### config.mk
export PLATFORM = sky130hd
export DESIGN_NAME = brat_ram
export DESIGN_NICKNAME = d
export VERILOG_FILES = /design/src/rtl/brat_ram.sv
export SDC_FILE = /design/constraint.sdc
export NUM_CORES = 2
export LEC_CHECK = 0
export ABC_CLOCK_PERIOD_IN_PS = 11900
export BUFFER_PORTS_ARGS = -buffer_cell sky130_fd_sc_hd__buf_2
export CAP_MARGIN = 20
export CORE_MARGIN = 3
export CORE_UTILIZATION = 25
export CTS_CLUSTER_DIAMETER = 150
export CTS_CLUSTER_SIZE = 30
export DETAILED_ROUTE_END_ITERATION = 7
export SYNTH_ARGS = -nofsm -noshare
export SYNTH_HDL_FRONTEND = slang
export SYNTH_SLANG_ARGS = --single-unit
export TNS_END_PERCENT = 100
### constraint.sdc
create_clock -name clock -period 11.9 [get_ports clock]
set_clock_uncertainty 0.15 [all_clocks]
set_input_delay 2.38 -clock clock [delete_from_list [all_inputs] [get_ports clock]]
set_output_delay 2.38 -clock clock [all_outputs]
set_load 0.005 [all_outputs]
### src/rtl/brat_ram.sv
// Generic single-write, single-read RAM with registered read data.
module brat_ram #(
   parameter int WIDTH = 128,
   parameter int DEPTH = 32
) (
   input  logic                                    clock,
   input  logic                                    wr_en,
   input  logic [((DEPTH > 1) ? $clog2(DEPTH) : 1)-1:0] wr_addr,
   input  logic [WIDTH-1:0]                        wr_data,
   input  logic [((DEPTH > 1) ? $clog2(DEPTH) : 1)-1:0] rd_addr,
   output logic [WIDTH-1:0]                        rd_data
);

   logic [WIDTH-1:0] mem_ff [DEPTH];
   logic [WIDTH-1:0] rd_data_ff;

   // Write the addressed word
   always_ff @(posedge clock) begin
      if (wr_en) begin
         mem_ff[wr_addr] <= wr_data;
      end
   end

   // Register the read word
   always_ff @(posedge clock) begin
      rd_data_ff <= mem_ff[rd_addr];
   end

   assign rd_data = rd_data_ff;

endmodule

Word-level counts from Yosys, hierarchy flattened
Memory sizes are Yosys's and may differ from the RTL's. A register that Yosys moved wholly into a read port is not among the register bits.
Cells that the tools add are included.
{"block": "totals", "register_bits": 0, "ramBits": 4096, "wordCells": 3, "n_memories": 1}
{"memory": "mem_ff", "depth": 32, "word_bits": 128, "rd": 1, "rd_clocked_by_memory_dff": 1, "write_ports": 1, "line_no": "14", "source": "logic [WIDTH-1:0] mem_ff [DEPTH];"}
{"block": "classes", "n_mux": 2}
{"operator": "$mux W1", "n": 2}

Longest topological paths before layout
{"block": "depth", "ltp_word": 2, "ltp_mapped": 9, "mapped_depth_nobuf": 4}

Worst setup path before layout
Ideal clock, no wire load.
{"block": "synth_path", "path_type": "input -> register", "start": "input port wr_addr[1] (netlist name)", "end": "memory mem_ff[12][0] (enable)", "setup_ns": 0.617, "arrival_time_ns": 8.361, "setup_slack_ns": 2.772, "cell_stages": 3, "n_path_buf": 1, "cell_sequence": "or3b_2 clkbuf_1 nor2_1"}
{"element": "start, declared", "line_no": "8", "source": "input logic [((DEPTH > 1) ? $clog2(DEPTH) : 1)-1:0] wr_addr,"}
{"element": "end, declared", "line_no": "14"}
Straight into the memory's write port.

Final worst setup path
{"block": "layout_path", "start": "input port wr_en", "end": "memory mem_ff[3][43] (enable)"}
{"block": "layout_via", "elab_chain_len": 2}
{"element": "start, declared", "line_no": "7", "source": "input logic wr_en,"}
{"element": "$mux W1", "line_no": "19", "source": "if (wr_en) begin"}
{"element": "$mux W1 (implied by the code)", "line_no": "20", "source": "mem_ff[wr_addr] <= wr_data;"}
Every way passes these cells.

==> flow_metrics.py <==
metrics = {
    "synthesis": {
        "synth_area_leaders": "edfxtp_1 79%, mux4_2 14%, o22ai_1 1.8%, dfxtp_1 1.7%, mux2i_1 0.88%",
        "ys_seq_area_share_pct": 80.9,
        "yosys.area.top_type": "edfxtp_1",
        "ys_ff_latch": 4224,
        "yosys_warnings": 0,
        "synth_ff_type": "edfxtp_1",
        "synth.distinct_cells": 28,
        "synth_edf_count": 4096,
        "synth_area_per_cell_um2": 24.1,
        "syn_inst": 6440,
        "synth_area_mm2": 0.155,
        "synth_fp_nets": 6580,
        "yosysTopAreaCellShare_pct": 79.2,
        "async_flop_share_pct": 0,
    },
    "layout": {
        "drive_gt1_share_pct": 23.5,
        "final_cell_mix": "4096 x edfxtp_1, 956 x mux4_2, 444 x o22ai_1",
        "final_common_cell": "edfxtp_1",
        "syn_to_final_growth_pct": 10.7,
        "fin_nets": 6812,
        "fin_cells": 15100,
    },
    "sta": {
        "fin_crit_sh_pct": 44.4,
        "fin_tns_setup_ns": 0,
        "slew_viol_final": 0,
        "slew-limit-headroom_pct": 17.5,
        "hold_viol": 0,
        "rsz0062_at_grt": "false",
        "worst_slew_pin_slew_ns": 1.24,
        "finalSetupViolCount": 0,
        "fin_crit_ns": 5.28,
        "max_freq_mhz": 189,
    },
    "clock_network": {
        "hold_buffers": 0,
        "htree_num_levels": 4,
        "clk_pin_slew_ns": 0.11,
        "cts_max_path_buffers": 4,
        "clk_latency_ns": 0.89,
        "post_cts_buffers": 0,
        "root_buffer": "clkbuf_16",
        "cts_tree": "built",
        "clock-sinks": 4224,
        "numCtsBuffers": 168,
        "cts_resized": 0,
    },
    "floorplan": {
        "rows": 288,
        "dieHeight_um": 794,
        "initial_core_util_pct": 25.2,
        "core_area_mm2": 0.617,
        "die_area_mm2": 0.630,
        "die_w_um": 794,
        "io-pin-count": 268,
    },
    "setup_path": {
        "crit_required_ns": 12.26,
        "reg2regPathDepth": 3,
        "cp-end-kind": "flop",
        "crit_type": "in -> reg",
        "cp.arrival_ns": 5.64,
        "worstPathMaxFanout": 31,
        "cp-start-kind": "primary input",
    },
    "global_route": {
        "grt_pass1_vias": 71700,
        "grt_start_max_net_pins": 154,
        "grt_use_total_pct": 13.1,
        "grt_first_pass_wirelength_um": 590000,
        "overflow": 0,
        "antenna_found_initial": 123,
    },
    "placed_design": {
        "port_buffers": 267,
        "gp_congestion": 0.708,
        "dp.cells": 14800,
        "hpwl_um": 214000,
    },
    "hold_path": {
        "hold_class": "reg -> reg",
        "min_path_cells": 3,
    },
    "route": {
        "antenna_left": 0,
        "dr.first_iter.drc_count": 8687,
        "drcViolationCount": 0,
        "wire_per_inst_um": 28.4,
        "avgViaCountPerCell": 4.76,
        "first_pass_iters": 5,
        "vias": 71800,
        "postRouteWirelength_um": 429000,
    },
    "power": {
        "leakagePower_uw": 0.0503,
        "ir_worst_vdd_uv": 99.2,
        "powerDensity_mw_per_mm2": 146,
    },
    "run_status": {
        "status": "finished clean",
    },
    "flow_run": {
        "maxCapViolCount": 0,
    },
}
[where the power goes]
part           internal (uW)  switching, uW  leakage, uW
Sequential             16500            122       0.0380
Combinational            494            814       0.0100
Clock                   2750           4320      0.00227
Total                  19800           5250       0.0503
[layout make-up]
| cell class | instances | area, um^2 |
|---|---|---|
| clock buffer | 276 | 4670 |
| tap | 8265 | 10300 |
| clock inverter | 5 | 92.6 |
| sequential | 4224 | 126000 |
| timing repair buffer | 414 | 3120 |
| multi-input combinational | 1864 | 28000 |
| antenna | 34 | 85.1 |
| fill | 60000 | 445000 |
[worst max-delay path, cell delays in order]
cell and delay (ns):
buf_2 0.11, nand3_1 0.65, nor2_4 0.97, buf_4 0.67, buf_4 0.74
[worst paths after layout]
check                                          startpoint                      end  slack [ns]
worst max-delay path                                wr_en  mem_ff[3][43]$_DFFE_PP_        6.62
worst min-delay path             mem_ff[30][43]$_DFFE_PP_      rd_data[43]$_DFF_P_        0.55
worst max register to register  mem_ff[26][122]$_DFFE_PP_     rd_data[122]$_DFF_P_       10.14
worst min register to register   mem_ff[30][43]$_DFFE_PP_      rd_data[43]$_DFF_P_        0.55
[cells by family (layout without fill, tap and decap cells)]
kind of cell	count (synthesis)	count (layout)	share of synthesized area, %
DFF	4224	4224	80.9
AOI/OAI and AO/OA	546	546	2.28
other	0	34	0
muxes	1092	1092	14.7
buffers and inverters	352	695	1.26
and+or+nand+nor	226	226	0.832
[registers in the layout, indices dropped and copies added, names as in the netlist]
signal and flops:
rd_data 128, mem_ff 4096
[cell usage after synthesis, drive strengths merged, types with 2 or more instances]
cell,n
a22oi,102
buf,235
clkbuf,117
dfxtp,128
edfxtp,4096
mux2i,136
mux4,956
nand2,4
nand3,37
nand3b,6
nand4,17
nor2,36
nor2b,3
nor4,111
o22ai,444
or3,2
or3b,4
[metal layers]
metal  part of all wire [%]  global-route usage [%]  routed length [um]
met2                     51                    23.2              220000
met5                  0.070                       0                 299
met1                     39                    16.9              165000
met4                    2.3                    2.50                9730
met3                    7.8                    2.39               33400
[metrics by stage]
step	setup WS (ns)	util, %	hold slack, ns	cell area [um^2]	power [uW]
after floorplan	2.77	-	0.497	155000	17600
after global placement	5.66	27.1	0.529	167000	18300
after detailed placement	5.64	27.1	0.531	167000	18300
after CTS	6.62	27.9	0.553	172000	25200
after global routing	6.41	27.9	0.571	172000	25800
final	6.62	27.9	0.547	172000	25000
Power figures use the tool's default switching activity.
