[src/rtl/brat_pkg.sv]
// Shared types and constants for the bus range address translator.
package brat_pkg;

   localparam int WORD_W  = 32;
   localparam int INDEX_W = 5;
   localparam int COUNT_W = 6;

   // Command codes carried on req_command
   localparam logic CMD_LOAD      = 1'b0;
   localparam logic CMD_TRANSLATE = 1'b1;

   // One table entry as held in the range memory
   typedef struct packed {
      logic [WORD_W-1:0] child_space;
      logic [WORD_W-1:0] child_base;
      logic [WORD_W-1:0] parent_space;
      logic [WORD_W-1:0] parent_base;
   } entry_type;

   typedef enum logic [1:0] {
      ST_IDLE,
      ST_SCAN,
      ST_PASS
   } state_type;

endpackage

[src/rtl/brat_ctrl.sv]
// Command sequencer: table loads, entry scan, result register.
module brat_ctrl #(
   parameter int TABLE_DEPTH = 32,
   parameter int AW          = 5,
   parameter int CW          = 6
) (
   input  logic                         clock,
   input  logic                         reset,
   input  logic                         req_valid,
   output logic                         req_stall,
   input  logic                         req_command,
   input  logic [brat_pkg::INDEX_W-1:0] req_entry_index,
   input  logic [brat_pkg::WORD_W-1:0]  req_child_space,
   input  logic [brat_pkg::WORD_W-1:0]  req_child_base,
   input  logic [brat_pkg::WORD_W-1:0]  req_parent_space,
   input  logic [brat_pkg::WORD_W-1:0]  req_parent_base,
   input  logic [brat_pkg::WORD_W-1:0]  req_reg_space,
   input  logic [brat_pkg::WORD_W-1:0]  req_reg_addr,
   input  logic                         req_last_in_batch,
   output logic                         rsp_valid,
   input  logic                         rsp_stall,
   output logic [brat_pkg::WORD_W-1:0]  rsp_out_space,
   output logic [brat_pkg::WORD_W-1:0]  rsp_out_addr,
   output logic                         rsp_found,
   output logic                         rsp_last_out,
   input  logic [CW-1:0]                limit,
   output logic                         ram_we,
   output logic [AW-1:0]                ram_waddr,
   output brat_pkg::entry_type          ram_wdata,
   output logic [AW-1:0]                ram_raddr,
   input  brat_pkg::entry_type          ram_rdata
);

   brat_pkg::state_type state_ff, state_in;
   logic [CW-1:0] idx_ff, idx_in;
   logic [CW-1:0] idx_next;
   logic [CW-1:0] limit_ff;
   logic [brat_pkg::WORD_W-1:0] space_ff, addr_ff;
   logic last_ff;

   logic rsp_valid_ff;
   logic [brat_pkg::WORD_W-1:0] rsp_space_ff, rsp_addr_ff;
   logic rsp_found_ff, rsp_last_ff;

   logic accept, out_free, hit, end_scan, finish, load_out;
   logic [brat_pkg::WORD_W-1:0] res_space, res_addr;
   logic res_found;

   assign req_stall = (state_ff != brat_pkg::ST_IDLE);
   assign accept    = req_valid && !req_stall;
   assign out_free  = !rsp_valid_ff || !rsp_stall;

   // Compare the entry now on the read port
   assign idx_next = idx_ff + CW'(1);
   assign hit      = (ram_rdata.child_space == space_ff);
   assign end_scan = (idx_next == limit_ff);
   assign finish   = hit || end_scan;

   // Write a load word into the table when its slot exists
   assign ram_we = accept && (req_command == brat_pkg::CMD_LOAD) &&
                   (32'(req_entry_index) < 32'(TABLE_DEPTH));
   assign ram_waddr = AW'(req_entry_index);
   always_comb begin
      ram_wdata.child_space  = req_child_space;
      ram_wdata.child_base   = req_child_base;
      ram_wdata.parent_space = req_parent_space;
      ram_wdata.parent_base  = req_parent_base;
   end

   // Advance the state register
   always_ff @(posedge clock) begin
      if (reset) begin
         state_ff <= brat_pkg::ST_IDLE;
      end else begin
         state_ff <= state_in;
      end
   end

   // Sequence the scan and select the result
   always_comb begin
      state_in  = state_ff;
      idx_in    = idx_ff;
      load_out  = 1'b0;
      ram_raddr = AW'(0);
      res_space = space_ff;
      res_addr  = addr_ff;
      res_found = 1'b0;
      unique case (state_ff)
         brat_pkg::ST_IDLE: begin
            if (accept && (req_command == brat_pkg::CMD_TRANSLATE)) begin
               idx_in = '0;
               if (limit == '0) begin
                  state_in = brat_pkg::ST_PASS;
               end else begin
                  state_in = brat_pkg::ST_SCAN;
               end
            end
         end
         brat_pkg::ST_SCAN: begin
            if (hit) begin
               res_space = ram_rdata.parent_space;
               res_addr  = addr_ff - ram_rdata.child_base + ram_rdata.parent_base;
               res_found = 1'b1;
            end
            if (finish) begin
               // hold the entry on the read port until the result register frees
               ram_raddr = AW'(idx_ff);
               if (out_free) begin
                  load_out = 1'b1;
                  state_in = brat_pkg::ST_IDLE;
               end
            end else begin
               ram_raddr = AW'(idx_next);
               idx_in    = idx_next;
            end
         end
         brat_pkg::ST_PASS: begin
            if (out_free) begin
               load_out = 1'b1;
               state_in = brat_pkg::ST_IDLE;
            end
         end
         default: begin
            state_in = brat_pkg::ST_IDLE;
         end
      endcase
   end

   // Capture the translate word and scan position
   always_ff @(posedge clock) begin
      idx_ff <= idx_in;
      if (accept && (req_command == brat_pkg::CMD_TRANSLATE)) begin
         space_ff <= req_reg_space;
         addr_ff  <= req_reg_addr;
         last_ff  <= req_last_in_batch;
         limit_ff <= limit;
      end
   end

   // Hold the result word until taken
   always_ff @(posedge clock) begin
      if (reset) begin
         rsp_valid_ff <= 1'b0;
      end else if (load_out) begin
         rsp_valid_ff <= 1'b1;
      end else if (!rsp_stall) begin
         rsp_valid_ff <= 1'b0;
      end
   end

   always_ff @(posedge clock) begin
      if (load_out) begin
         rsp_space_ff <= res_space;
         rsp_addr_ff  <= res_addr;
         rsp_found_ff <= res_found;
         rsp_last_ff  <= last_ff;
      end
   end

   assign rsp_valid     = rsp_valid_ff;
   assign rsp_out_space = rsp_space_ff;
   assign rsp_out_addr  = rsp_addr_ff;
   assign rsp_found     = rsp_found_ff;
   assign rsp_last_out  = rsp_last_ff;

   // The scan index never passes the last searched entry
   a_idx_in_range: assert property (@(posedge clock) disable iff (reset)
      (state_ff == brat_pkg::ST_SCAN) |-> (idx_ff < limit_ff))
      else $error("scan index beyond search limit");

   // A new result never overwrites one that is still stalled
   a_no_overwrite: assert property (@(posedge clock) disable iff (reset)
      load_out |-> out_free)
      else $error("result register overwritten while stalled");

   // An empty table sends a translate straight to pass-through
   a_empty_pass: assert property (@(posedge clock) disable iff (reset)
      (accept && (req_command == brat_pkg::CMD_TRANSLATE) && (limit == '0))
      |=> (state_ff == brat_pkg::ST_PASS))
      else $error("empty table did not pass through");

   // Table writes happen only between translations
   a_write_idle: assert property (@(posedge clock) disable iff (reset)
      ram_we |-> (state_ff == brat_pkg::ST_IDLE))
      else $error("table written during a scan");

   // A finished scan loads the result register and returns to idle together
   a_finish_idle: assert property (@(posedge clock) disable iff (reset)
      ((state_ff == brat_pkg::ST_SCAN) && finish && out_free)
      |=> (state_ff == brat_pkg::ST_IDLE) && rsp_valid_ff)
      else $error("finished scan did not deliver a result");

endmodule

[config.mk]
export PLATFORM = sky130hd
export DESIGN_NAME = brat_ctrl
export DESIGN_NICKNAME = d
export VERILOG_FILES = /design/src/rtl/brat_pkg.sv /design/src/rtl/brat_ctrl.sv
export SDC_FILE = /design/constraint.sdc
export NUM_CORES = 1
export LEC_CHECK = 0
export BUFFER_PORTS_ARGS = -buffer_cell sky130_fd_sc_hd__buf_2
export CORE_AREA = 10 10 202 204
export CTS_CLUSTER_SIZE = 12
export DETAILED_ROUTE_END_ITERATION = 8
export DIE_AREA = 0 0 212 214
export GPL_TIMING_DRIVEN = 0
export PLACE_DENSITY = 0.6
export RECOVER_POWER = 100
export SYNTH_ARGS = -nofsm -noshare
export SYNTH_HDL_FRONTEND = slang
export SYNTH_SLANG_ARGS = --single-unit
[constraint.sdc]
create_clock -name clock -period 6.8 [get_ports clock]
set_clock_uncertainty 0.2 [all_clocks]
set_input_delay 0.34 -clock clock [delete_from_list [all_inputs] [get_ports clock]]
set_output_delay 0.34 -clock clock [all_outputs]
set_load 0.02 [all_outputs]
Yosys cells after proc, flatten, opt, wreduce, memory -nomap -nowiden
Cells that the tools add are included.
{ "op_classes": {"reduce_logical": 14, "n_mux": 20, "n_addsub": 3, "n_bitwise": 1, "n_eq_ne": 8} }
{ "op_table": {"columns": ["op", "count"], "rows": [
  ["$mux 32", 4],
  ["$add 32x32->32", 1],
  ["$eq 32x32->1", 1],
  ["$sub 32x32->32", 1],
  ["$mux 6", 2],
  ["$pmux 6 s2", 1],
  ["$mux 5", 2],
  ["$mux 2", 4],
  ["$add 6x1->6 const B", 1],
  ["$eq 6x6->1", 1],
  ["$logic_not 6->1", 1],
  ["$ne 2x2->1 const B", 3],
  ["$pmux 2 s3", 1],
  ["$mux 1", 5],
  ["$reduce_bool 2->1", 2],
  ["$logic_and 1x1->1", 3],
  ["$logic_not 1->1", 3],
  ["$reduce_and 3->1", 1],
  ["$eq 2x1->1 const B", 1],
  ["$eq 2x2->1 const B", 1],
  ["$logic_not 2->1", 1],
  ["$logic_or 1x1->1", 2],
  ["$ne 2x1->1 const B", 1],
  ["$pmux 1 s2", 1],
  ["2 further kinds", 2]
]} }
{ "totals": {"input_bits": 337, "register_bits": 146} }

Depth between registers and ports, before layout
{ "logic_depth": {"depth_word": 6, "depth_mapped": 14} }

Worst setup path before layout
OpenSTA, ideal clock, no wires.
{ "synth_path": {"kind": "register to register", "startpoint": "register idx_ff[0]", "endpoint": "register rsp_found_ff, in the netlist rsp_found, enable pin", "path_buffers": 0, "required_time_ns": 6.088, "path_stages_with_launch": 10, "arrival_time_ns": 4.985, "setup_slack_ns": 1.104, "setup_time_ns": 0.512, "cell_sequence": "edfxtp_1 ha_1 xnor2_1 xnor2_1 nor3_1 a41o_1 inv_1 nor2_1 o21ai_0 a21oi_1"} }
{ "synth_between": {"elab_chain_cells": 5} }
{ "synth_rtl": {"columns": ["element", "line", "text"], "rows": [
  ["start, declared", "brat_ctrl.sv:35", "logic [CW-1:0] idx_ff, idx_in;"],
  ["start signal, assigned", "brat_ctrl.sv:131", "idx_ff <= idx_in;"],
  ["$add 6x1->6", "brat_ctrl.sv:54", "assign idx_next = idx_ff + CW'(1);"],
  ["$eq 6x6->1", "brat_ctrl.sv:56", "assign end_scan = (idx_next == limit_ff);"],
  ["$logic_or 1x1->1", "brat_ctrl.sv:57", "assign finish = hit || end_scan;"],
  ["$mux 1", "brat_ctrl.sv:105", "if (finish) begin"],
  ["$pmux 1 s2", "brat_ctrl.sv:88", "unique case (state_ff)"],
  ["net load_out", "brat_ctrl.sv:45", "logic accept, out_free, hit, end_scan, finish, load_out;"],
  ["end signal, assigned", "brat_ctrl.sv:155", "rsp_found_ff <= res_found;"],
  ["end, declared", "brat_ctrl.sv:43", "logic rsp_found_ff, rsp_last_ff;"]
]} }
The timed path passes the listed nets, and every way through them passes these cells.
A chain may end at the register's enable or synchronous reset.

Worst setup path after layout
{ "layout_path": {"startpoint": "register space_ff[11] in the netlist's numbering", "endpoint": "register rsp_addr_ff (netlist bit rsp_out_addr[11]), enable pin"} }
{ "layout_between": {"elab_chain_cells": 4} }
{ "layout_rtl": {"columns": ["element", "line", "text"], "rows": [
  ["start, declared", "brat_ctrl.sv:38", "logic [brat_pkg::WORD_W-1:0] space_ff, addr_ff;"],
  ["start signal, assigned", "brat_ctrl.sv:133", "space_ff <= req_reg_space;"],
  ["$eq 32x32->1", "brat_ctrl.sv:55", "assign hit = (ram_rdata.child_space == space_ff);"],
  ["$logic_or 1x1->1", "brat_ctrl.sv:57", null],
  ["$mux 1", "brat_ctrl.sv:105", null],
  ["$pmux 1 s2", "brat_ctrl.sv:88", null],
  ["net load_out", "brat_ctrl.sv:45", null],
  ["end signal, assigned", "brat_ctrl.sv:154", "rsp_addr_ff <= res_addr;"],
  ["end, declared", "brat_ctrl.sv:42", "logic [brat_pkg::WORD_W-1:0] rsp_space_ff, rsp_addr_ff;"]
]} }
The timed path passes the listed nets, and every way through them passes these cells.

==> summary.txt <==
Finish
  • # fillers: 3840
  • Register Area: 4350 sq um
  • Layout cells sized above 1: between 20% and 30%
  • Area growth syn-to-layout: 41.4%
  • Layout Nets: roughly 1900
  • Commonest non-fill, non-tap cells in the layout: clkbuf_1 (238), buf_2 (192), nand2_1 (161), edfxtp_1 (143), inv_1 (137)
  • Leading cell type in the layout, fill and taps excluded: clkbuf_1
  • Multi-input logic area: between 3000 and 4000 sq um
  • Fin cells: 1977

Pwr
  • Leak: just over 6 nW
  • P_int: 1.92 mW
  • Sw frac: about a third
  • Worst VDD drop: 0.172 mV
  • Final Power: 2.91 mW
  • Sequential power share: between 30% and 40%
  • Clock group share of total power: 31.8%
  • Comb pwr share: 31.2%
  • Pwr dens: around 210 nW/um^2
  • Sw power: 992 uW

Worst setup path
  • Reg2Reg Setup Slack: around 1.5 ns
  • CP max FO: 27
  • Worst Path Required: about 6.6 ns
  • Critical Path AT: 5.09 ns
  • WS Path Type: reg -> reg
  • Critical Path End Type: flip-flop
  • Worst Setup Start Kind: flip-flop

Synthesis
  • XOR/XNOR Fraction of Synth Area: about 6.9%
  • Syn. warnings: 0
  • Syn Area/Cell: slightly above 10 sq um
  • Adder-cell area share of the yosys netlist: between 10 and 15%
  • Register area share after synthesis: around 45%
  • Compound-gate portion of the synthesized area: around a tenth
  • Syn nets: about 1400
  • Synthesized instance count: roughly 950
  • #FFs+latches synth: around 150
  • Mux cell area share after synthesis: less than 1%
  • Number of synthesized flops with an enable pin: approximately 140
  • Distinct cells, synth: between 50 and 60
  • Post-synth ARST share: 0%
  • Cell Area, Synth: 9620 sq um
  • Main combinational cell family by area after synthesis: buffers and inverters
  • Simple-gate share of the synthesized area: about a tenth
  • Top FF cell, synth: edfxtp_1

Clock network
  • Clock Latency Late Sink: 0.44 ns
  • Root buf cell: clkbuf_16
  • CTS tree: yes
  • Post-CTS Setup Bufs: 0
  • Clock sinks: ~150
  • CTS buffer count: 17
  • Max Root-Sink Buffers: 2
  • CTS H-tree depth: 4
  • Worst-path clk slew: roughly 0.07 ns

Timing
  • Max Slew Vio Count: about 130
  • Crit path time final: 5.26 ns
  • Tcrit/Tclk final: between 70% and 80%
  • Max_slew headroom: -75.3%
  • Max Clk Rate: ~190 MHz
  • Final setup viols: 0
  • Worst Tran Pin Value: between 2 and 3 ns
  • RSZ-0062 raised after global routing: false
  • Final hold vios: 0

GRT
  • Largest net degree at the start of global routing: 38
  • First-pass GRT wire length: 54000 um
  • GR Overflow Total: 0
  • Initial antenna violation count: 1
  • Vias in the first global route: 9016
  • Gr usage total: between 10% and 20%

Route
  • WL/cell: about 18 um
  • 1st-iter DRT viols: around 410
  • Routed Antenna Nets: 0
  • Vias per cell: around 4.2
  • DRT Wirelength: around 36000 um
  • DRC violations left: 0
  • Total vias in the final route: ~8300
  • First-pass DRT Iterations: 7

Die
  • Die area: approximately 45000 sq um
  • Core Footprint: ~37000 sq um
  • Die Y: between 200 and 250 um
  • Row count: just over 70
  • Initial Util: approximately 26%
  • IO Pins: around 540
  • Die width: roughly 210 um

Run status
  • Status: finished, violations left
  • Failing checks: max-capacitance violations, max-slew violations

Placed design
  • Post-Place Cells: approximately 1800
  • Port Buffer Count: slightly above 400
  • DP HPWL: between 20000 and 30000 um
  • GPL Wtd Cong: slightly above 0.8

Hold path
  • HP Class: in -> reg

Job
  • Max Cap Viol: 4
routing by layer:
metal,GRT usage [%],up-vias,share of wire (%)
met3,3.61,25,6.4
met1,19.0,3949,42
li1,-,4084,-
met5,0,-,0
met2,27.0,276,50
met4,4.41,0,1.3
path summary, 6_finish.rpt:
| path | start | endpoint | cells past startpoint |
|---|---|---|---|
| worst min register to register | last_ff$_DFFE_PP_ | rsp_last_out$_DFFE_PP_ | 0 |
| worst max register to register | space_ff[11]$_DFFE_PP_ | rsp_out_addr[11]$_DFFE_PP_ | 10 |
| worst min-delay path | ram_rdata[55] | rsp_out_space[23]$_DFFE_PP_ | 3 |
| worst max-delay path | space_ff[11]$_DFFE_PP_ | rsp_out_addr[11]$_DFFE_PP_ | 10 |
critical path, stage by stage, from the launching register on:
cell	delay, ns
edfxtp_1	0.47
xor2_1	0.18
nor4_1	0.55
nand4_1	0.31
nor2_1	0.48
a41o_1	0.31
inv_1	0.14
nor2_1	0.16
o21ai_0	0.18
a21oi_4	0.63
clkbuf_1	1.19
flip-flops by register name, indices dropped and copies added, names as in the netlist:
name,cells
addr_ff,32
rsp_valid,1
rsp_last_out,1
last_ff,1
rsp_out_space,32
rsp_found,1
limit_ff,6
rsp_out_addr,32
state_ff,2
idx_ff,6
space_ff,32
per-stage QoR:
step	setup WS, ns	utilization (%)	hold WS (ns)	cell area [sq um]	setup TNS [ns]
floorplan	1.10	-	0.200	9620	0
global placement	-2.19	33.1	0.204	12300	-143.50
detailed placement	2.45	33.3	0.209	12300	0
CTS	2.42	37.6	0.0483	13900	0
global route	1.12	36.7	0.0779	13600	0
finish	1.54	36.7	0.0847	13600	0
layout make-up:
class / instances / share of cell area (%)
antenna: 1 / 0.0184
buffer: 150 / 7.81
clock buffer: 17 / 3.13
clock inverter: 15 / 0.911
inverter: 138 / 3.82
multi-input combinational: 519 / 27.1
sequential: 146 / 32.0
tap: 474 / 4.36
timing repair buffer: 517 / 20.8
what timing repair did:
action                                 4_1_cts  5_1_grt
endpoints found under the hold margin      105        0
gates resized for setup                      0        0
hold buffers                               104        0
cells in the mapped netlist (4+ instances only):
cell type,number,area [sq um]
a211oi_1,4,30.0
a21o_1,13,97.6
a21oi_1,44,220
buf_4,133,998
clkbuf_1,14,52.6
edfxtp_1,143,4290
fa_1,31,621
ha_1,36,450
inv_1,137,514
nand2_1,161,604
nand3_1,9,45.0
nand4_1,9,56.3
nor2_1,22,82.6
nor3_1,4,20.0
nor4_1,10,62.6
o21ai_0,38,190
o21ai_1,5,25.0
o21bai_1,10,75.1
xnor2_1,24,210
xor2_1,52,455
kinds of logic after synthesis:
family	after synthesis
AOI/OAI and AO/OA	139
xor gates and xnor gates	76
adders and majority gates	67
buffers and inverters	288
DFF	146
muxes	1
and+or+nand+nor	236
power groups by stage:
stage / Sequential (mW) / Combinational (mW) / Clock [mW]
6_report: 1.08 / 0.908 / 0.925
5_1_grt: 1.08 / 1.01 / 0.998
4_1_cts: 1.08 / 0.931 / 0.968
3_5_place_dp: 1.10 / 0.875 / 0
3_3_place_gp: 1.10 / 0.857 / 0
2_1_floorplan: 1.09 / 0.618 / 0
No activity file was read; power rests on OpenSTA's default activity.
